===== src/sv/assert_macros.svh =====
// Assertion macros for the RTL files.
`ifndef ASSERT_MACROS_SVH
`define ASSERT_MACROS_SVH

`ifndef SYNTH

// Same-cycle implication.
`define ASSERT_IMPLY(lbl, clk, rst, ante, cons, msg) \
   lbl: assert property (@(posedge clk) disable iff (rst) (ante) |-> (cons)) else $error(msg);

// Next-cycle implication.
`define ASSERT_NEXT(lbl, clk, rst, ante, cons, msg) \
   lbl: assert property (@(posedge clk) disable iff (rst) (ante) |=> (cons)) else $error(msg);

`else

`define ASSERT_IMPLY(lbl, clk, rst, ante, cons, msg)
`define ASSERT_NEXT(lbl, clk, rst, ante, cons, msg)

`endif

`endif


===== src/sv/bpc_pkg.sv =====
// Types and constants for the barometer compensation block.
package bpc_pkg;

   localparam int CalW      = 16;
   localparam int RawW      = 24;
   localparam int TempW     = 15;
   localparam int PressW    = 17;
   localparam int CsrIdxW   = 3;
   localparam int NumStages = 9;

   // First-order temperature offset and low-temperature knee, 0.01 C.
   localparam int TempRef   = 2000;
   localparam int TempKnee  = 3500;   // TempRef - (-1500)

   localparam int TempMin   = -4000;
   localparam int TempMax   = 8500;
   localparam int PressMin  = 1000;
   localparam int PressMax  = 120000;

   typedef enum logic [CsrIdxW-1:0] {
      CSR_PRESSURE_SENSITIVITY = 3'd0,
      CSR_PRESSURE_OFFSET      = 3'd1,
      CSR_SENS_TEMP_COEFF      = 3'd2,
      CSR_OFFSET_TEMP_COEFF    = 3'd3,
      CSR_REFERENCE_TEMP       = 3'd4,
      CSR_TEMP_COEFF           = 3'd5
   } csr_index_type;

   typedef struct packed {
      logic [CalW-1:0] pressure_sensitivity;
      logic [CalW-1:0] pressure_offset;
      logic [CalW-1:0] sens_temp_coeff;
      logic [CalW-1:0] offset_temp_coeff;
      logic [CalW-1:0] reference_temp;
      logic [CalW-1:0] temp_coeff;
   } cal_type;

   typedef struct packed {
      logic [RawW-1:0] raw_pressure;
      logic [RawW-1:0] raw_temperature;
   } req_type;

   typedef struct packed {
      logic signed [TempW-1:0] temperature;
      logic [PressW-1:0]       pressure;
      logic                    clamped;
   } rsp_type;

endpackage


===== src/sv/bpc_cal_regs.sv =====
// Calibration register file, written through the CSR port.
module bpc_cal_regs
   import bpc_pkg::*;
(
   input  logic               clock,
   input  logic               reset,
   input  logic               csr_we,
   input  logic [CsrIdxW-1:0] csr_index,
   input  logic [CalW-1:0]    csr_wdata,
   output cal_type            cal
);

   cal_type cal_ff;
   cal_type cal_in;

   always_comb begin
      cal_in = cal_ff;
      if (csr_we) begin
         case (csr_index)
            CSR_PRESSURE_SENSITIVITY: cal_in.pressure_sensitivity = csr_wdata;
            CSR_PRESSURE_OFFSET:      cal_in.pressure_offset      = csr_wdata;
            CSR_SENS_TEMP_COEFF:      cal_in.sens_temp_coeff      = csr_wdata;
            CSR_OFFSET_TEMP_COEFF:    cal_in.offset_temp_coeff    = csr_wdata;
            CSR_REFERENCE_TEMP:       cal_in.reference_temp       = csr_wdata;
            CSR_TEMP_COEFF:           cal_in.temp_coeff           = csr_wdata;
            default: ;  // unmapped index, write dropped
         endcase
      end
   end

   always_ff @(posedge clock) begin
      if (reset) begin
         cal_ff <= '0;
      end else begin
         cal_ff <= cal_in;
      end
   end

   assign cal = cal_ff;

endmodule


===== config.mk =====
export PLATFORM = sky130hd
export DESIGN_NAME = bpc_cal_regs
export DESIGN_NICKNAME = d
export VERILOG_FILES = /design/src/sv/assert_macros.svh /design/src/sv/bpc_pkg.sv /design/src/sv/bpc_cal_regs.sv
export SDC_FILE = /design/constraint.sdc
export NUM_CORES = 1
export LEC_CHECK = 0
export ABC_AREA = 1
export BUFFER_PORTS_ARGS = -buffer_cell sky130_fd_sc_hd__buf_2
export CAP_MARGIN = 10
export CORE_UTILIZATION = 40
export DETAILED_ROUTE_END_ITERATION = 6
export GPL_TIMING_DRIVEN = 0
export PLACE_DENSITY = 0.63
export SETUP_SLACK_MARGIN = 0.4
export SYNTH_ARGS = -nofsm -noshare
export SYNTH_HDL_FRONTEND = slang
export SYNTH_SLANG_ARGS = --single-unit

===== constraint.sdc =====
create_clock -name clock -period 2.9 [get_ports clock]
set_input_delay 0.58 -clock clock [delete_from_list [all_inputs] [get_ports clock]]
set_output_delay 0.58 -clock clock [all_outputs]
set_load 0.01 [all_outputs]

# Word-level counts from Yosys, hierarchy flattened
# Cells that the tools add are included.
[op_classes] eq_ne=5 n_reduce_logical=7
[ops] cell="AND reduction 2 bit" count=6
[ops] cell="== test 3 x 2 -> 1 bit, second input constant" count=2
[ops] cell="== test 3 bit, second input constant" count=2
[ops] cell="== test 3 x 1 -> 1 bit, second input constant" count=1
[ops] cell="logical NOT 3 bit" count=1
[word_totals] elab_cells=18 register_bits=96

# Depth between registers and ports, before layout
[depth] depth_word=2 ltp_mapped=6 ltp_nobuf=5

# Worst setup path before layout
# OpenSTA, ideal clock, no wires.
[synth_path] kind="in2reg" from="input csr_we" to="register cal_ff (netlist bit cal[63])" path_slack_ps=1596 required_ps=2787 path_buffers=1 stages=6 arrival_time_ps=1192 setup_ps=113 path_cell_list="inv_1 -> nor2_2 -> buf_2 -> nand3_1 -> nand2_1 -> nor2_1"
[synth_between] elab_chain_len=1
[synth_rtl] item="start: declaration" line_no="bpc_cal_regs.sv:7" text="input logic csr_we,"
[synth_rtl] item="AND reduction 2 bit (no line)"
[synth_rtl] item="end signal: assignment" line_no="bpc_cal_regs.sv:35" text="cal_ff <= cal_in;"
[synth_rtl] item="end: declaration" line_no="bpc_cal_regs.sv:13" text="cal_type cal_ff;"
# Every way passes these cells.
# A chain may end at the register's enable or synchronous reset.

# Worst setup path after layout
[layout_path] from="register cal_ff (netlist bit cal[91])" to="output cal[91] (netlist name)"
[layout_rtl] item="end: declaration" line_no="bpc_cal_regs.sv:10" text="output cal_type cal"
# No word-level cell between the ends.

==> summary.txt <==
outcome: completed
CP endpoint kind: primary output
Detail Route Antenna Nets: 0
Max-slew headroom: 67.51%
port bufs: 117
Reg2Reg Setup Slack: 2.29 ns
CTS max path bufs: 2
Synth warnings: 0
DIE AREA: 10040 µm²
GPL Wtd Cong: 0.8470
Final Skew: 0 ns
IO Count: 118
Die Height: 100.2 µm
sequential standard cell area: 1922 µm²
core region area: 9284 µm²
min Tclk post-route: 1.485 ns
final instance count without filler cells: 814
initial cell density of the core: 41.55%
arrival time at the worst endpoint: 0.90 ns
RR Endpoint: cal[66]
WHS Path Cells: 2
reg2reg path depth: 2
Syn Area/Cell: 6.988 µm²
# placed instances: 798
number of global-route vias before repair: 3519
reg2reg start: cal[66]
DRC Markers: 0
TNS Setup: 0 ns
Clock Pin Slew Worst Setup and Hold Paths: 0.10 ns
Seq cells post-synth: 96
Clock Tree Root: clkbuf_8
Max Slew Vio Count: 0
WL per Instance: 13.75 µm
Hold Path Class: reg2reg
critical path class: reg2out
PwrDens: 556.7 nW/µm²
Layout area overhead: 25.04%
crit-path max cell delay: 0.38 ns
GRT overflow: 0
number of DRC markers in iteration 0: 222
Multi-input gate area: 1677 µm²
pin count of the biggest net entering global routing: 17
Syn Inst Count: 552
Seq/Total Area, Yosys: 49.82%
crit path buf inv count: 1
antenna violations before repair: 0
CTS sink count: 96
vias per cell: 4.673
worst path required time: 2.32 ns
Max Clk Rate: 673.5 MHz
crit path cell chain: buf_2
post-cts resize count: 0
Total Nets Final: 702
# fillers: 962
Die X: 100.2 µm
crit-path leading delay family: flip-flops
maxcap violations: 0
DPL Wire Length: 8040 µm
setup bufs post-CTS: 0
Hold Path Origin: cal[69]
share of cells above drive strength 1: 24.96%
Worst VDD drop: 0.2184 mV
first-pass GRT wire length: 17440 µm
actual slew at the worst max-slew pin: 0.4874 ns
crit path max fanout: 2
synthesized area: 3857 µm²
clock insertion delay at the later pin of the skew report: 0.37 ns
routed via count: 3804
CTS tree: done
max reg flops: 96
CTS Buf Count: 9
Hold EP: cal[69]
ANT cells: 0
slowest CP cell: dfxtp_1
synth unique cells: 14
Post-Syn Nets: 574
Total Routing Usage GR: 23.15%
# rows: 35
Hold Buf Count CTS: 0
final setup violation count: 0
leakage power: 2.433 nW
final hold vios: 0
DR pass1 iterations: 5
crit share post-route: 51.20%
H-tree depth: 3
unrepaired setup endpoints after global routing: false
Critical Path Start Type: flop
Post-Route WL: 11190 µm
## where the power goes
part / internal (mW) / switching, mW / leakage (nW)
registers: 1.36 / 0.0243 / 0.780
clock network: 0.491 / 0.480 / 0.111
logic: 0.111 / 0.216 / 1.54
## per-stage QoR
step | worst slack (ns) | total power [mW] | utilization [%] | area [µm²] | hold WS, ns
after global placement | 1.212 | 1.739 | 49.60 | 4604 | 0.4611
final | 1.415 | 2.685 | 51.95 | 4823 | 0.4797
after floorplan | 1.596 | 1.620 | - | 3857 | 0.5079
after detailed placement | 1.204 | 1.744 | 49.60 | 4604 | 0.4641
after CTS | 1.417 | 2.708 | 51.95 | 4823 | 0.4848
after global routing | 1.381 | 2.817 | 51.95 | 4823 | 0.5002
## layout make-up
class | count | share of cell area (%)
Buffer | 33 | 3.580
Clock buffer | 10 | 2.646
Clock inverter | 6 | 1.894
Inverter | 23 | 1.790
Multi-Input combinational cell | 400 | 34.76
Sequential cell | 96 | 39.84
Tap cell | 129 | 3.346
Timing Repair Buffer | 117 | 12.14
## cells in the final DEF, fill, tap and decap left out, types with 3 or more instances in the layout
| master | count |
|---|---|
| nand2_1 | 101 |
| buf_2 | 138 |
| clkbuf_1 | 3 |
| nand3_1 | 96 |
| buf_1 | 4 |
| nor2_4 | 6 |
| dfxtp_1 | 96 |
| nor2_1 | 193 |
| clkbuf_8 | 9 |
| nor2_2 | 3 |
| buf_4 | 6 |
| inv_1 | 20 |
## how the worst max path moves through the flow
stage            startpoint  endpoint  slack (ns)  cells past startpoint
2_1_floorplan        csr_we   cal[63]        1.60                      6
3_3_place_gp         csr_we   cal[88]        1.21                      7
3_5_place_dp   csr_index[1]   cal[87]        1.20                      6
4_1_cts             cal[91]   cal[91]        1.42                      1
5_1_grt             cal[92]   cal[92]        1.38                      1
6_report            cal[91]   cal[91]        1.42                      1
## logic make-up after synthesis
group,count (synthesis),synth area share [%]
simple gates,400,43.46
flops,96,49.82
buf+inv,56,6.714
## synthesized netlist by cell type
library cell / instances / area, µm²
clkinv_1: 1 / 3.750
buf_4: 6 / 45.04
nand2_2: 1 / 6.260
nand2_1: 101 / 379.1
buf_2: 21 / 105.1
nand3_1: 96 / 480.5
dfxtp_1: 96 / 1922
clkbuf_1: 2 / 7.510
inv_2: 2 / 7.510
nor2_4: 6 / 67.56
buf_1: 4 / 15.01
inv_1: 20 / 75.07
nor2_1: 193 / 724.4
nor2_2: 3 / 18.77
## routing by layer
layer / up-vias / routed length [µm] / track usage, %
met2: 130 / 5214 / 36.46
met3: 18 / 918 / 5.571
li1: 1972 / - / -
met5: - / 0 / 0
met4: 0 / 238 / 11.37
met1: 1684 / 4821 / 29.70
(Power assumes the default switching activity.)
